### src/hw/rtl/dass_pkg.sv
// Package of the daily dose alarm scheduler: types, register indexes and
// the constants of the time-of-day splits. No dependencies.
package dass_pkg;

    // Minute of day, 0..1439 when in range.
    typedef logic [10:0] t_mod;

    // Configuration register indexes.
    localparam logic [2:0] REG_SLOT_COUNT = 3'd0;
    localparam logic [2:0] REG_SLOT0      = 3'd1;
    localparam logic [2:0] REG_MIN_VALID  = 3'd7;

    localparam logic [31:0] MIN_VALID_RESET = 32'd1672531200;
    localparam t_mod        MINUTES_PER_DAY = 11'd1440;
    localparam logic [16:0] SECS_PER_DAY    = 17'd86400;
    localparam logic [5:0]  SECS_PER_MIN    = 6'd60;

    // A day is 2^7 * 675 seconds; the odd factor goes through a reciprocal.
    localparam int unsigned DAY_SHIFT  = 7;
    localparam int unsigned DAY_ODD    = 675;
    localparam logic [15:0] RECIP_675  = 16'd49710;   // floor(2^25 / 675)

    // Sixty is 4 * 15; the odd factor goes through a reciprocal.
    localparam int unsigned SUB_DIV        = 15;
    localparam logic [11:0] RECIP_15_WIDE  = 12'd2184; // floor(2^15 / 15)
    localparam logic [5:0]  RECIP_15_SHORT = 6'd34;    // floor(2^9 / 15)

    // Result of the slot search for one minute of day.
    typedef struct packed {
        logic match;
        logic today_found;
        logic any_found;
        t_mod best_today;
        t_mod best_all;
    } t_slot_sel;

endpackage

### src/hw/rtl/dass_tick_if.sv
// Input channel of the scheduler: one tick beat per handshake.
// No dependencies.
interface dass_tick_if;
    logic        valid;
    logic        ready;
    logic [31:0] now_seconds;
    logic        boot_settled;
    logic        time_was_set;

    modport source (output valid, now_seconds, boot_settled, time_was_set, input ready);
    modport sink   (input valid, now_seconds, boot_settled, time_was_set, output ready);
endinterface

### src/hw/rtl/dass_result_if.sv
// Output channel of the scheduler: one result beat per tick.
// No dependencies.
interface dass_result_if;
    logic        valid;
    logic        ready;
    logic        dispense_trigger;
    logic        time_valid;
    logic        has_next;
    logic [31:0] next_target_seconds;
    logic [4:0]  remaining_hours;
    logic [5:0]  remaining_minutes;
    logic [5:0]  remaining_secs;

    modport source (output valid, dispense_trigger, time_valid, has_next,
                    next_target_seconds, remaining_hours, remaining_minutes,
                    remaining_secs, input ready);
    modport sink   (input valid, dispense_trigger, time_valid, has_next,
                    next_target_seconds, remaining_hours, remaining_minutes,
                    remaining_secs, output ready);
endinterface

### src/hw/rtl/dass_slot_sel.sv
// Parallel slot comparators: match against the current minute of day and
// the earliest later slot today and earliest slot overall. Uses dass_pkg.
module dass_slot_sel import dass_pkg::*; #(
    parameter int SLOTS = 6
) (
    input  logic [2:0] i_slot_count,
    input  t_mod       i_slot [SLOTS],
    input  t_mod       i_cur_mod,
    output t_slot_sel  o_sel
);

    logic [SLOTS-1:0] in_use;
    logic [SLOTS-1:0] usable;

    // A slot is in use below the configured count; counts above SLOTS saturate.
    always_comb begin
        for (int i = 0; i < SLOTS; i++) begin
            in_use[i] = (i_slot_count > 3'(i));
            usable[i] = in_use[i] && (i_slot[i] < MINUTES_PER_DAY);
        end
    end

    // Running minimum over the few slots; out-of-day values are skipped.
    always_comb begin
        o_sel = '0;
        for (int i = 0; i < SLOTS; i++) begin
            if (in_use[i] && (i_slot[i] == i_cur_mod)) begin
                o_sel.match = 1'b1;
            end
            if (usable[i]) begin
                if (!o_sel.any_found || (i_slot[i] < o_sel.best_all)) begin
                    o_sel.best_all = i_slot[i];
                end
                o_sel.any_found = 1'b1;
                if (i_slot[i] > i_cur_mod) begin
                    if (!o_sel.today_found || (i_slot[i] < o_sel.best_today)) begin
                        o_sel.best_today = i_slot[i];
                    end
                    o_sel.today_found = 1'b1;
                end
            end
        end
    end

endmodule

### src/hw/rtl/daily_dose_alarm_scheduler.sv
// Top level of the daily dose alarm scheduler: configuration registers, the
// nine-stage tick pipeline and the stored minute. Uses dass_pkg, the two
// channel interfaces and dass_slot_sel.
//
//   channel     dir   beat                                   handshake
//   i_tick      in    now_seconds, boot_settled, time_was_set valid/ready
//   o_result    out   trigger, valid flag, next time, left    valid/ready
//   i_cfg_*     in    register index and data                 write enable
//
// One tick is accepted per cycle while the first stage can advance; each
// result beat passes through the stage registers in order and is offered
// on o_result, leaving when the output is not stalled. The time of day is
// split by reciprocal multiplies, each followed by a register.
// Every stage holds its beat while the next one is full, so bubbles are
// squeezed out and ticks are still taken while a result waits.
// Reset is synchronous: it empties the pipeline, marks the stored minute
// invalid and loads the register reset values.
module daily_dose_alarm_scheduler import dass_pkg::*; #(
    parameter int SCHEDULE_SLOTS = 6
) (
    input  logic             i_clk,
    input  logic             i_rst_n,
    input  logic             i_cfg_we,
    input  logic [2:0]       i_cfg_idx,
    input  logic [31:0]      i_cfg_data,
    dass_tick_if.sink        i_tick,
    dass_result_if.source    o_result
);

    localparam int NSTAGE = 9;

    typedef struct packed {
        logic [4:0] q;
        logic [3:0] r;
    } t_div15;

    // Finish a division by 15 from a quotient that may be one low.
    function automatic t_div15 div15_fix(input logic [8:0] x, input logic [4:0] q_est);
        logic [8:0] rem;
        t_div15     res;
        rem = x - 9'(q_est) * 9'(SUB_DIV);
        if (rem >= 9'(SUB_DIV)) begin
            res.q = q_est + 5'd1;
            res.r = 4'(rem - 9'(SUB_DIV));
        end else begin
            res.q = q_est;
            res.r = rem[3:0];
        end
        return res;
    endfunction

    // Configuration registers.
    logic [2:0]  r_slot_count;
    t_mod        r_slot [SCHEDULE_SLOTS];
    logic [31:0] r_min_valid;

    always_ff @(posedge i_clk) begin
        if (!i_rst_n) begin
            r_slot_count <= '0;
            r_min_valid  <= MIN_VALID_RESET;
            for (int i = 0; i < SCHEDULE_SLOTS; i++) begin
                r_slot[i] <= '0;
            end
        end else if (i_cfg_we) begin
            if (i_cfg_idx == REG_SLOT_COUNT) begin
                r_slot_count <= i_cfg_data[2:0];
            end
            if (i_cfg_idx == REG_MIN_VALID) begin
                r_min_valid <= i_cfg_data;
            end
            for (int i = 0; i < SCHEDULE_SLOTS; i++) begin
                if (i_cfg_idx == 3'(REG_SLOT0 + 3'(i))) begin
                    r_slot[i] <= i_cfg_data[10:0];
                end
            end
        end
    end

    // Pipeline occupancy and elastic advance: a stage loads when it is empty
    // or its own beat moves on.
    logic [NSTAGE-1:0] r_vld;
    logic [NSTAGE-1:0] adv;
    logic [NSTAGE-1:0] n_vld;

    always_comb begin
        adv[NSTAGE-1] = !r_vld[NSTAGE-1] || o_result.ready;
        for (int k = NSTAGE - 2; k >= 0; k--) begin
            adv[k] = !r_vld[k] || adv[k+1];
        end
        n_vld = {r_vld[NSTAGE-2:0], i_tick.valid};
    end

    assign i_tick.ready = adv[0];

    always_ff @(posedge i_clk) begin
        if (!i_rst_n) begin
            r_vld <= '0;
        end else begin
            for (int k = 0; k < NSTAGE; k++) begin
                if (adv[k]) begin
                    r_vld[k] <= n_vld[k];
                end
            end
        end
    end

    // Stage 0: input register.
    logic [31:0] r0_now;
    logic        r0_settled;
    logic        r0_wset;

    always_ff @(posedge i_clk) begin
        if (adv[0]) begin
            r0_now     <= i_tick.now_seconds;
            r0_settled <= i_tick.boot_settled;
            r0_wset    <= i_tick.time_was_set;
        end
    end

    // Stage 1: validity test and reciprocal product for the day split.
    logic [31:0] r1_now;
    logic        r1_wset;
    logic        r1_valid;
    logic [40:0] r1_prod;
    logic        n1_valid;

    assign n1_valid = (r0_now >= r_min_valid) || ((r0_now == '0) && !r0_settled);

    always_ff @(posedge i_clk) begin
        if (adv[1]) begin
            r1_now   <= r0_now;
            r1_wset  <= r0_wset;
            r1_valid <= n1_valid;
            r1_prod  <= 41'(r0_now[31:DAY_SHIFT]) * 41'(RECIP_675);
        end
    end

    // Stage 2: correct the day quotient and form the second of day.
    logic [31:0] r2_now;
    logic        r2_wset;
    logic        r2_valid;
    logic [16:0] r2_tod;
    logic [15:0] n2_q;
    logic [25:0] n2_diff;
    logic [10:0] n2_rem;

    always_comb begin
        n2_q    = r1_prod[40:25];
        n2_diff = 26'(r1_now[31:DAY_SHIFT]) - 26'(n2_q) * 26'(DAY_ODD);
        n2_rem  = (n2_diff[10:0] >= 11'(DAY_ODD)) ? n2_diff[10:0] - 11'(DAY_ODD)
                                                  : n2_diff[10:0];
    end

    always_ff @(posedge i_clk) begin
        if (adv[2]) begin
            r2_now   <= r1_now;
            r2_wset  <= r1_wset;
            r2_valid <= r1_valid;
            r2_tod   <= {n2_rem[9:0], r1_now[DAY_SHIFT-1:0]};
        end
    end

    // Stage 3: start of the day and reciprocal product for the minute split.
    logic        r3_wset;
    logic        r3_valid;
    logic [31:0] r3_day_start;
    logic [16:0] r3_tod;
    logic [26:0] r3_prod;

    always_ff @(posedge i_clk) begin
        if (adv[3]) begin
            r3_wset      <= r2_wset;
            r3_valid     <= r2_valid;
            r3_day_start <= r2_now - 32'(r2_tod);
            r3_tod       <= r2_tod;
            r3_prod      <= 27'(r2_tod[16:2]) * 27'(RECIP_15_WIDE);
        end
    end

    // Stage 4: minute of day and second of minute.
    logic        r4_wset;
    logic        r4_valid;
    logic [31:0] r4_day_start;
    t_mod        r4_cur_mod;
    logic [5:0]  r4_sec;
    t_mod        n4_qe;
    logic [14:0] n4_diff;
    t_mod        n4_cur_mod;
    logic [3:0]  n4_rem;

    always_comb begin
        n4_qe   = r3_prod[25:15];
        n4_diff = 15'(r3_tod[16:2]) - 15'(n4_qe) * 15'(SUB_DIV);
        if (n4_diff[4:0] >= 5'(SUB_DIV)) begin
            n4_cur_mod = n4_qe + 11'd1;
            n4_rem     = 4'(n4_diff[4:0] - 5'(SUB_DIV));
        end else begin
            n4_cur_mod = n4_qe;
            n4_rem     = n4_diff[3:0];
        end
    end

    always_ff @(posedge i_clk) begin
        if (adv[4]) begin
            r4_wset      <= r3_wset;
            r4_valid     <= r3_valid;
            r4_day_start <= r3_day_start;
            r4_cur_mod   <= n4_cur_mod;
            r4_sec       <= {n4_rem, r3_tod[1:0]};
        end
    end

    // Stage 5: slot search and reciprocal product for the minute of hour.
    t_slot_sel   n5_sel;
    logic        r5_wset;
    logic        r5_valid;
    logic [31:0] r5_day_start;
    t_mod        r5_cur_mod;
    logic [5:0]  r5_sec;
    logic [14:0] r5_prod;
    t_slot_sel   r5_sel;

    dass_slot_sel #(
        .SLOTS (SCHEDULE_SLOTS)
    ) u_slot_sel (
        .i_slot_count (r_slot_count),
        .i_slot       (r_slot),
        .i_cur_mod    (r4_cur_mod),
        .o_sel        (n5_sel)
    );

    always_ff @(posedge i_clk) begin
        if (adv[5]) begin
            r5_wset      <= r4_wset;
            r5_valid     <= r4_valid;
            r5_day_start <= r4_day_start;
            r5_cur_mod   <= r4_cur_mod;
            r5_sec       <= r4_sec;
            r5_prod      <= 15'(r4_cur_mod[10:2]) * 15'(RECIP_15_SHORT);
            r5_sel       <= n5_sel;
        end
    end

    // Stage 6: stored-minute check, trigger and next target.
    logic        r_last_valid;
    logic [5:0]  r_last_min;
    t_div15      n6_hm;
    logic [5:0]  n6_cur_min;
    logic        n6_act;
    logic        n6_lv_eff;
    logic        n6_upd;
    logic        n6_take;
    t_mod        n6_best;
    logic [11:0] n6_dm;
    logic [16:0] n6_best_secs;
    logic [31:0] n6_target;

    always_comb begin
        n6_hm      = div15_fix(r5_cur_mod[10:2], r5_prod[13:9]);
        n6_cur_min = {n6_hm.r, r5_cur_mod[1:0]};
        n6_act     = r5_valid && (r_slot_count != '0);
        n6_lv_eff  = r_last_valid && !r5_wset;
        n6_upd     = n6_act && (!n6_lv_eff || (n6_cur_min != r_last_min));
        n6_take    = adv[6] && r_vld[5];
        n6_best    = r5_sel.today_found ? r5_sel.best_today : r5_sel.best_all;
        if (r5_sel.today_found) begin
            n6_dm = 12'(n6_best) - 12'(r5_cur_mod);
        end else begin
            n6_dm = 12'(MINUTES_PER_DAY) + 12'(n6_best) - 12'(r5_cur_mod);
        end
        n6_best_secs = 17'({n6_best, 6'b0}) - 17'({n6_best, 2'b0});
        n6_target    = r5_day_start + 32'(n6_best_secs)
                     + (r5_sel.today_found ? 32'd0 : 32'(SECS_PER_DAY));
    end

    // The stored minute moves at most once per tick; any write clears its valid flag.
    always_ff @(posedge i_clk) begin
        if (!i_rst_n) begin
            r_last_valid <= 1'b0;
        end else if (i_cfg_we) begin
            r_last_valid <= 1'b0;
        end else if (n6_take) begin
            r_last_valid <= n6_act || n6_lv_eff;
        end
    end

    always_ff @(posedge i_clk) begin
        if (n6_take && n6_upd) begin
            r_last_min <= n6_cur_min;
        end
    end

    logic        r6_trig;
    logic        r6_valid;
    logic        r6_has;
    logic [31:0] r6_target;
    logic [10:0] r6_tm;
    logic [5:0]  r6_secs;

    always_ff @(posedge i_clk) begin
        if (adv[6]) begin
            r6_trig   <= n6_upd && r5_sel.match;
            r6_valid  <= r5_valid;
            r6_has    <= n6_act && r5_sel.any_found;
            r6_target <= n6_target;
            r6_tm     <= 11'(n6_dm - 12'(r5_sec != '0));
            r6_secs   <= (r5_sec == '0) ? 6'd0 : SECS_PER_MIN - r5_sec;
        end
    end

    // Stage 7: reciprocal product for the remaining-hours split.
    logic        r7_trig;
    logic        r7_valid;
    logic        r7_has;
    logic [31:0] r7_target;
    logic [10:0] r7_tm;
    logic [5:0]  r7_secs;
    logic [14:0] r7_prod;

    always_ff @(posedge i_clk) begin
        if (adv[7]) begin
            r7_trig   <= r6_trig;
            r7_valid  <= r6_valid;
            r7_has    <= r6_has;
            r7_target <= r6_target;
            r7_tm     <= r6_tm;
            r7_secs   <= r6_secs;
            r7_prod   <= 15'(r6_tm[10:2]) * 15'(RECIP_15_SHORT);
        end
    end

    // Stage 8: output register; fields read zero when there is no next time.
    t_div15      n8_hm;
    logic        r8_trig;
    logic        r8_valid;
    logic        r8_has;
    logic [31:0] r8_target;
    logic [4:0]  r8_hours;
    logic [5:0]  r8_mins;
    logic [5:0]  r8_secs;

    assign n8_hm = div15_fix(r7_tm[10:2], r7_prod[13:9]);

    always_ff @(posedge i_clk) begin
        if (adv[8]) begin
            r8_trig   <= r7_trig;
            r8_valid  <= r7_valid;
            r8_has    <= r7_has;
            r8_target <= r7_has ? r7_target : 32'd0;
            r8_hours  <= r7_has ? n8_hm.q : 5'd0;
            r8_mins   <= r7_has ? {n8_hm.r, r7_tm[1:0]} : 6'd0;
            r8_secs   <= r7_has ? r7_secs : 6'd0;
        end
    end

    assign o_result.valid               = r_vld[NSTAGE-1];
    assign o_result.dispense_trigger    = r8_trig;
    assign o_result.time_valid          = r8_valid;
    assign o_result.has_next            = r8_has;
    assign o_result.next_target_seconds = r8_target;
    assign o_result.remaining_hours     = r8_hours;
    assign o_result.remaining_minutes   = r8_mins;
    assign o_result.remaining_secs      = r8_secs;

endmodule

### src/flat_wrapper.sv
// flat-port wrapper written by rule: the top's interface ports become plain ports
module daily_dose_alarm_scheduler_flat import dass_pkg::*;
#(
    parameter int SCHEDULE_SLOTS = 6
)
  (i_clk, i_rst_n, i_cfg_we, i_cfg_idx, i_cfg_data, i_tick_valid, i_tick_now_seconds, i_tick_boot_settled, i_tick_time_was_set, i_tick_ready, o_result_valid, o_result_dispense_trigger, o_result_time_valid, o_result_has_next, o_result_next_target_seconds, o_result_remaining_hours, o_result_remaining_minutes, o_result_remaining_secs, o_result_ready);
  dass_tick_if i_tick_i ();
  dass_result_if o_result_i ();
  input  logic i_clk;
  input  logic i_rst_n;
  input  logic i_cfg_we;
  input  logic [2:0] i_cfg_idx;
  input  logic [31:0] i_cfg_data;
  input wire logic [$bits(i_tick_i.valid)-1:0] i_tick_valid;
  input wire logic [$bits(i_tick_i.now_seconds)-1:0] i_tick_now_seconds;
  input wire logic [$bits(i_tick_i.boot_settled)-1:0] i_tick_boot_settled;
  input wire logic [$bits(i_tick_i.time_was_set)-1:0] i_tick_time_was_set;
  output wire logic [$bits(i_tick_i.ready)-1:0] i_tick_ready;
  output wire logic [$bits(o_result_i.valid)-1:0] o_result_valid;
  output wire logic [$bits(o_result_i.dispense_trigger)-1:0] o_result_dispense_trigger;
  output wire logic [$bits(o_result_i.time_valid)-1:0] o_result_time_valid;
  output wire logic [$bits(o_result_i.has_next)-1:0] o_result_has_next;
  output wire logic [$bits(o_result_i.next_target_seconds)-1:0] o_result_next_target_seconds;
  output wire logic [$bits(o_result_i.remaining_hours)-1:0] o_result_remaining_hours;
  output wire logic [$bits(o_result_i.remaining_minutes)-1:0] o_result_remaining_minutes;
  output wire logic [$bits(o_result_i.remaining_secs)-1:0] o_result_remaining_secs;
  input wire logic [$bits(o_result_i.ready)-1:0] o_result_ready;
  assign i_tick_i.valid = i_tick_valid;
  assign i_tick_i.now_seconds = i_tick_now_seconds;
  assign i_tick_i.boot_settled = i_tick_boot_settled;
  assign i_tick_i.time_was_set = i_tick_time_was_set;
  assign i_tick_ready = i_tick_i.ready;
  assign o_result_valid = o_result_i.valid;
  assign o_result_dispense_trigger = o_result_i.dispense_trigger;
  assign o_result_time_valid = o_result_i.time_valid;
  assign o_result_has_next = o_result_i.has_next;
  assign o_result_next_target_seconds = o_result_i.next_target_seconds;
  assign o_result_remaining_hours = o_result_i.remaining_hours;
  assign o_result_remaining_minutes = o_result_i.remaining_minutes;
  assign o_result_remaining_secs = o_result_i.remaining_secs;
  assign o_result_i.ready = o_result_ready;
  daily_dose_alarm_scheduler #(.SCHEDULE_SLOTS(SCHEDULE_SLOTS)) u_core (.i_clk(i_clk), .i_rst_n(i_rst_n), .i_cfg_we(i_cfg_we), .i_cfg_idx(i_cfg_idx), .i_cfg_data(i_cfg_data), .i_tick(i_tick_i), .o_result(o_result_i));
endmodule
### config.mk
export PLATFORM = sky130hd
export DESIGN_NAME = daily_dose_alarm_scheduler_flat
export DESIGN_NICKNAME = d
export VERILOG_FILES = /design/src/hw/rtl/dass_pkg.sv /design/src/hw/rtl/dass_tick_if.sv /design/src/hw/rtl/dass_result_if.sv /design/src/hw/rtl/dass_slot_sel.sv /design/src/hw/rtl/daily_dose_alarm_scheduler.sv /design/src/flat_wrapper.sv
export SDC_FILE = /design/constraint.sdc
export NUM_CORES = 2
export LEC_CHECK = 0
export BUFFER_PORTS_ARGS = -buffer_cell sky130_fd_sc_hd__buf_2
export CAP_MARGIN = 20
export CORE_UTILIZATION = 58
export DETAILED_ROUTE_END_ITERATION = 12
export GPL_TIMING_DRIVEN = 1
export PLACE_DENSITY_LB_ADDON = 0.1
export SKIP_LAST_GASP = 1
export SLEW_MARGIN = 20
export SYNTH_ARGS = -nofsm -noshare
export SYNTH_HDL_FRONTEND = slang
export SYNTH_SLANG_ARGS = --single-unit
### constraint.sdc
create_clock -name i_clk -period 12.6 [get_ports i_clk]
set_input_delay 2.52 -clock i_clk [delete_from_list [all_inputs] [get_ports i_clk]]
set_output_delay 2.52 -clock i_clk [all_outputs]
set_load 0.02 [all_outputs]
* Yosys cells after proc, flatten, opt, wreduce, memory -nomap -nowiden
Cells that the tools add are included.
** Storage, ports and cells
- Input port bits :: 74
- Word-level logic and storage cells :: 262
- Bits in registers :: 649
** Cells by class
- Reductions and logical operators :: 79
- Muxes and demuxes :: 37
- $mul :: 8
- Equality and inequality tests :: 14
- Add/subtract/negate cells :: 19
- Order comparisons :: 33
- Bitwise gates (word level) :: 1
** Operators by type and width (count)
- $mux W11 :: 19
- $mux W24 :: 6
- $lt A11 B11 Y1 :: 10
- $eq A11 B11 Y1 :: 6
- $gt A11 B11 Y1 :: 6
- $lt A11 B11 Y1 const B :: 6
- $mul A25 B15 Y40 const B :: 1
- $sub A11 B11 Y11 :: 3
- $add A32 B17 Y32 :: 1
- $add A32 B32 Y32 :: 1
- $ge A32 B32 Y1 :: 1
- $logic_not A32 Y1 :: 1
- $sub A32 B17 Y32 :: 1
- $mul A9 B5 Y13 const B :: 2
- $mul A15 B9 Y23 const B :: 1
- $logic_not A1 Y1 :: 22
- $logic_or A1 B1 Y1 :: 22
- $logic_and A1 B1 Y1 :: 20
- $ge A9 B4 Y1 const B :: 2
- $mul A5 B4 Y9 const B :: 2
- $sub A9 B9 Y9 :: 2
- $mux W17 :: 1
- $sub A17 B13 Y17 :: 1
- $mul A16 B10 Y11 const B :: 1
- 30 further kinds :: 53

* Depth between registers and ports, before layout
- Depth after elaboration :: 28
- Depth in mapped cells :: 61

* Modules after synthesis
From an unflattened synthesis, not the netlist that was laid out.
** Second synthesis, totals
- Cell total of the unflattened synthesis :: 3697
- Area, all modules :: 40053.4 um^2
** By module, submodules not included
- daily_dose_alarm_scheduler :: area an instance 33920.0 um^2, times used 1, cells an instance 2899
- dass_slot_sel :: area an instance 6133.4 um^2, times used 1, cells an instance 798

* Worst setup path before layout
OpenSTA, ideal clock, no wires.
- Kind :: reg-to-reg
- Start :: reg u_core.r4_cur_mod[10]
- End :: reg u_core.r5_sel[12] (netlist name), data pin
- Buffers on the path :: 6
- Setup slack :: 902 ps
- Clock period less this slack :: 11698 ps
- Data arrival time :: 11437 ps
- Data required time :: 12340 ps
- Stages on the path, launching flop included :: 61
- Cells stage by stage :: edfxtp_1 inv_1 ha_1 nand4_1 a211oi_2 a2111oi_4 nor2_1 clkbuf_1 nand2_1 ha_1 a21oi_1 o21ai_0 a221oi_1 a21oi_1 nor2b_1 clkbuf_1 mux2_2 ha_1 [... 25 more ...] o21ai_0 a21o_1 a41o_1 buf_6 mux2_4 ha_1 a21o_1 a21o_1 a21o_1 a21o_1 a21o_1 a21o_1 a21oi_1 o31ai_1 a211oi_1 a41oi_1 buf_4 mux2i_1
** RTL lines
- from (decl) :: line daily_dose_alarm_scheduler.sv:184 : t_mod r4_cur_mod;
- from (signal assigned) :: line daily_dose_alarm_scheduler.sv:208 : r4_cur_mod <= n4_cur_mod;
- to (signal assigned) :: line daily_dose_alarm_scheduler.sv:240 : r5_sel <= n5_sel;
- to (decl) :: line daily_dose_alarm_scheduler.sv:221 : t_slot_sel r5_sel;

==> results by group <==
Place
  – Placed Area: around 41000 µm²
  – Post-DP HPWL: 74.6 mm
  – Dpl ws: -0.106 ns
  – Placer congestion estimate: just over 0.9
  – IO buf count: 125
  – Dpl cells: 4574

Worst hold path
  – Hold crit path type: flop to flop
  – Hold Path Cell Cnt: 0

Yosys
  – EDFF count, synth: 447
  – Post-synthesis cell area: 38900 µm²
  – Top area cells in the synthesized netlist: edfxtp_1 (34%), ha_1 (19%), fa_1 (8.1%)
  – Synth cell types: 87
  – Post-synthesis compound-gate area fraction: 10.7%
  – Synth Register Bits: 558
  – Avg Inst Size Synth: about 11 µm²
  – Seq/Total Area, Yosys: 40.2%
  – Asr flop ratio synth: 0%
  – Synth Area in Simple Gates: 9.50%
  – Multiplexer area fraction after synthesis: around 3.0%
  – XOR/XNOR Fraction of Synth Area: 4.00%
  – Post-synth top area share: around 34%
  – Yosys Warn Count: 0
  – Main synth FF type: edfxtp_1
  – Main combinational cell family by area after synthesis: adder cells
  – Synth Instances: between 3000 and 4000
  – Leading area contributor after synthesis: edfxtp_1
  – Post-Synth Adder-Cell Area: approximately a quarter

STA
  – Final-report max-slew violation count: 0
  – Slew Limit Headroom: 25.0%
  – Final hold violation count: 0
  – Fmax: 84.0 MHz
  – Min Tclk post-route: 11.91 ns
  – Post-route clock skew: 0.0332 ns
  – Tcrit/Tclk final: 94.5%
  – Final worst slack: roughly 0.69 ns
  – Slew @ Worst Pin: approximately 1.1 ns
  – Setup Viol. Count Final: 0

Layout
  – Share of post-route cells with drive strength above 1: 10.3%
  – Post-route cell area: 43100 µm²
  – Nets: 4591
  – Ant diodes: 0
  – Area grow syn2layout: 10.8%
  – Non-Filler Instances: 4691

Flow run
  – Max Cap Viol: 0

Worst setup path
  – CP max-delay cell: edfxtp_1
  – Worst EP required: 12.98 ns
  – CP Capture Type: flop
  – Crit-path max FO: 10
  – Arrival time at the worst endpoint: around 12 ns
  – CP startpoint kind: flop
  – R2r worst-path depth: 58
  – WS Path Type: flop to flop
  – Crit path top cell by count: a21o_1
  – Slowest stage delay, CP: 0.40 ns

Floorplanning
  – Initial Utilization: 58.9%
  – Die Wd: 261 µm
  – Cell row count: 94
  – Ports: 128
  – Core footprint: between 60000 and 70000 µm²
  – Die ar.: 68200 µm²
  – Die Span Y: 261 µm

CTS
  – Post-CTS Hold Buffers: 0
  – CTS sink cnt: 558
  – H-Tree Depth: 2
  – CTS clock-pin slew for the worst setup and hold paths: around 0.06 ns
  – CTS Root Cell: clkbuf_16
  – Total CTS buffers: 57
  – CTS tree: done
  – Clock Latency Late Sink: 0.63 ns
  – Clock Path Buffers: 3

Route
  – Router iterations before antenna repair: 11
  – Via count: 26700
  – Final ANT Viol Nets: 0
  – DR vias/cell: 5.68
  – Wire length per cell: 20.0 µm
  – DRC: 9
  – Total Routed Length: 93.9 mm
  – DRC violation total after the first TritonRoute iteration: between 1500 and 2000

Global route
  – GRT Total Usage: 28.0%
  – Largest net degree at the start of global routing: 112
  – Global-route wire length before repair: 147 mm
  – Total gr overflow: 0
  – Vias in the first global route: 26800
  – Initial antenna violation count: 1

Status
  – Violated checks: design-rule violations
  – Status: finished, violations left
==> registers in the layout (all words and copies together), names as in the netlist, 9 cells and up <==
register,cells
u_core.r2_now,25
u_core.r5_day_start,25
u_core.r_vld,9
u_core.r3_prod,11
u_core.r0_now,32
u_core.o_result.next_target_seconds,30
u_core.r_slot,66
u_core.r7_target,30
u_core.r1_now,32
u_core.r5_cur_mod,11
u_core.r3_day_start,25
u_core.r6_tm,11
u_core.r5_sel,25
u_core.r4_cur_mod,11
u_core.r_min_valid,32
u_core.r4_day_start,25
u_core.r1_prod,11
u_core.r2_tod,17
u_core.r6_target,30
u_core.r7_tm,11
==> timing repair <==
item                                    4_1_cts  5_1_grt
endpoints found under the setup margin       11       22
resized for setup                             1       19
cloned                                        0        2
pin swaps                                     0        7
setup buffers                                 0        8
==> kinds of logic after synthesis <==
group	count (synthesis)
simple gates	770
compound gates	610
xor+xnor	176
flops	558
mux	108
other cells	1
buf+inv	595
fa+ha+maj	737
==> cells in the final DEF (no fill, tap or decap), types with 48 or more instances in the layout <==
cell	instances
a21oi_1	117
mux2i_1	69
a21o_1	79
ha_1	579
buf_4	93
clkbuf_16	57
o21a_1	56
nand3_1	61
a21boi_0	102
inv_1	526
fa_1	158
nor2_1	119
nor3_1	48
buf_2	127
xor2_1	49
edfxtp_1	447
o21ai_0	104
nand2_1	297
xnor2_1	126
and2_1	51
dfxtp_1	111
==> routing by layer <==
metal	GRT usage [%]	wire [µm]	up-vias
met1	38.7	42700	13000
met2	46.0	43100	715
li1	-	-	12800
met5	0	0	-
met4	8.70	2780	0
met3	3.62	5320	162
==> cells in the mapped netlist, types with 7 or more instances <==
master and count:
a211oi_1 22, a21boi_0 103, a21o_1 79, a21oi_1 118, a31oi_1 13, a41o_1 7
and2_1 51, and3_1 20, clkbuf_1 51, dfxtp_1 111, edfxtp_1 447, fa_1 158
ha_1 579, inv_1 529, mux2_2 25, mux2_4 10, mux2i_1 72, nand2_1 300
nand2b_1 22, nand3_1 62, nand3b_1 11, nand4_1 39, nor2_1 121, nor2b_1 41
nor3_1 48, nor3b_1 9, o211ai_1 18, o21a_1 56, o21ai_0 106, o21bai_1 11
or2_2 9, or3_1 14, xnor2_1 126, xor2_1 49
==> worst paths after layout <==
check / start / end / slack (ns)
max: u_core.r4_cur_mod[6] / u_core.r5_sel[12] / 0.69
min: u_core.r1_now[6] / u_core.r2_tod[6] / 0.39
max reg2reg: u_core.r4_cur_mod[6] / u_core.r5_sel[12] / 0.69
min reg2reg: u_core.r1_now[6] / u_core.r2_tod[6] / 0.39
==> worst max-delay path, delay by kind of cell (launching register included) <==
kind,cells,cell delay [ns]
mux,5,1.37
fa+ha+maj,6,1.81
buf+inv,7,1.09
simple gates,7,1.15
compound gates,33,5.84
flops,1,0.40
==> area by class of cell <==
class                   instances  area, µm²
inverters                     529       1990
fillers                      5079      23000
repair buffers                225       1420
clock inverters                37        363
flip-flops and latches        558      15600
well taps                     864       1080
clock buffers                  69       1500
multi-input cells            2409      21100
==> stage by stage <==
| step | TNS, ns | hold WS [ns] | utilization (%) |
|---|---|---|---|
| after detailed placement | -0.983 | 0.405 | 62.1 |
| final | 0 | 0.391 | 65.2 |
| after floorplan | 0 | 0.400 | - |
| after global routing | -0.420 | 0.415 | 65.2 |
| after CTS | 0 | 0.386 | 64.9 |
| after global placement | -0.186 | 0.400 | 62.1 |
Power is left out: the tool's default activity adds up to more than one toggle a clock period on the data nets, which glitch-free logic cannot reach.
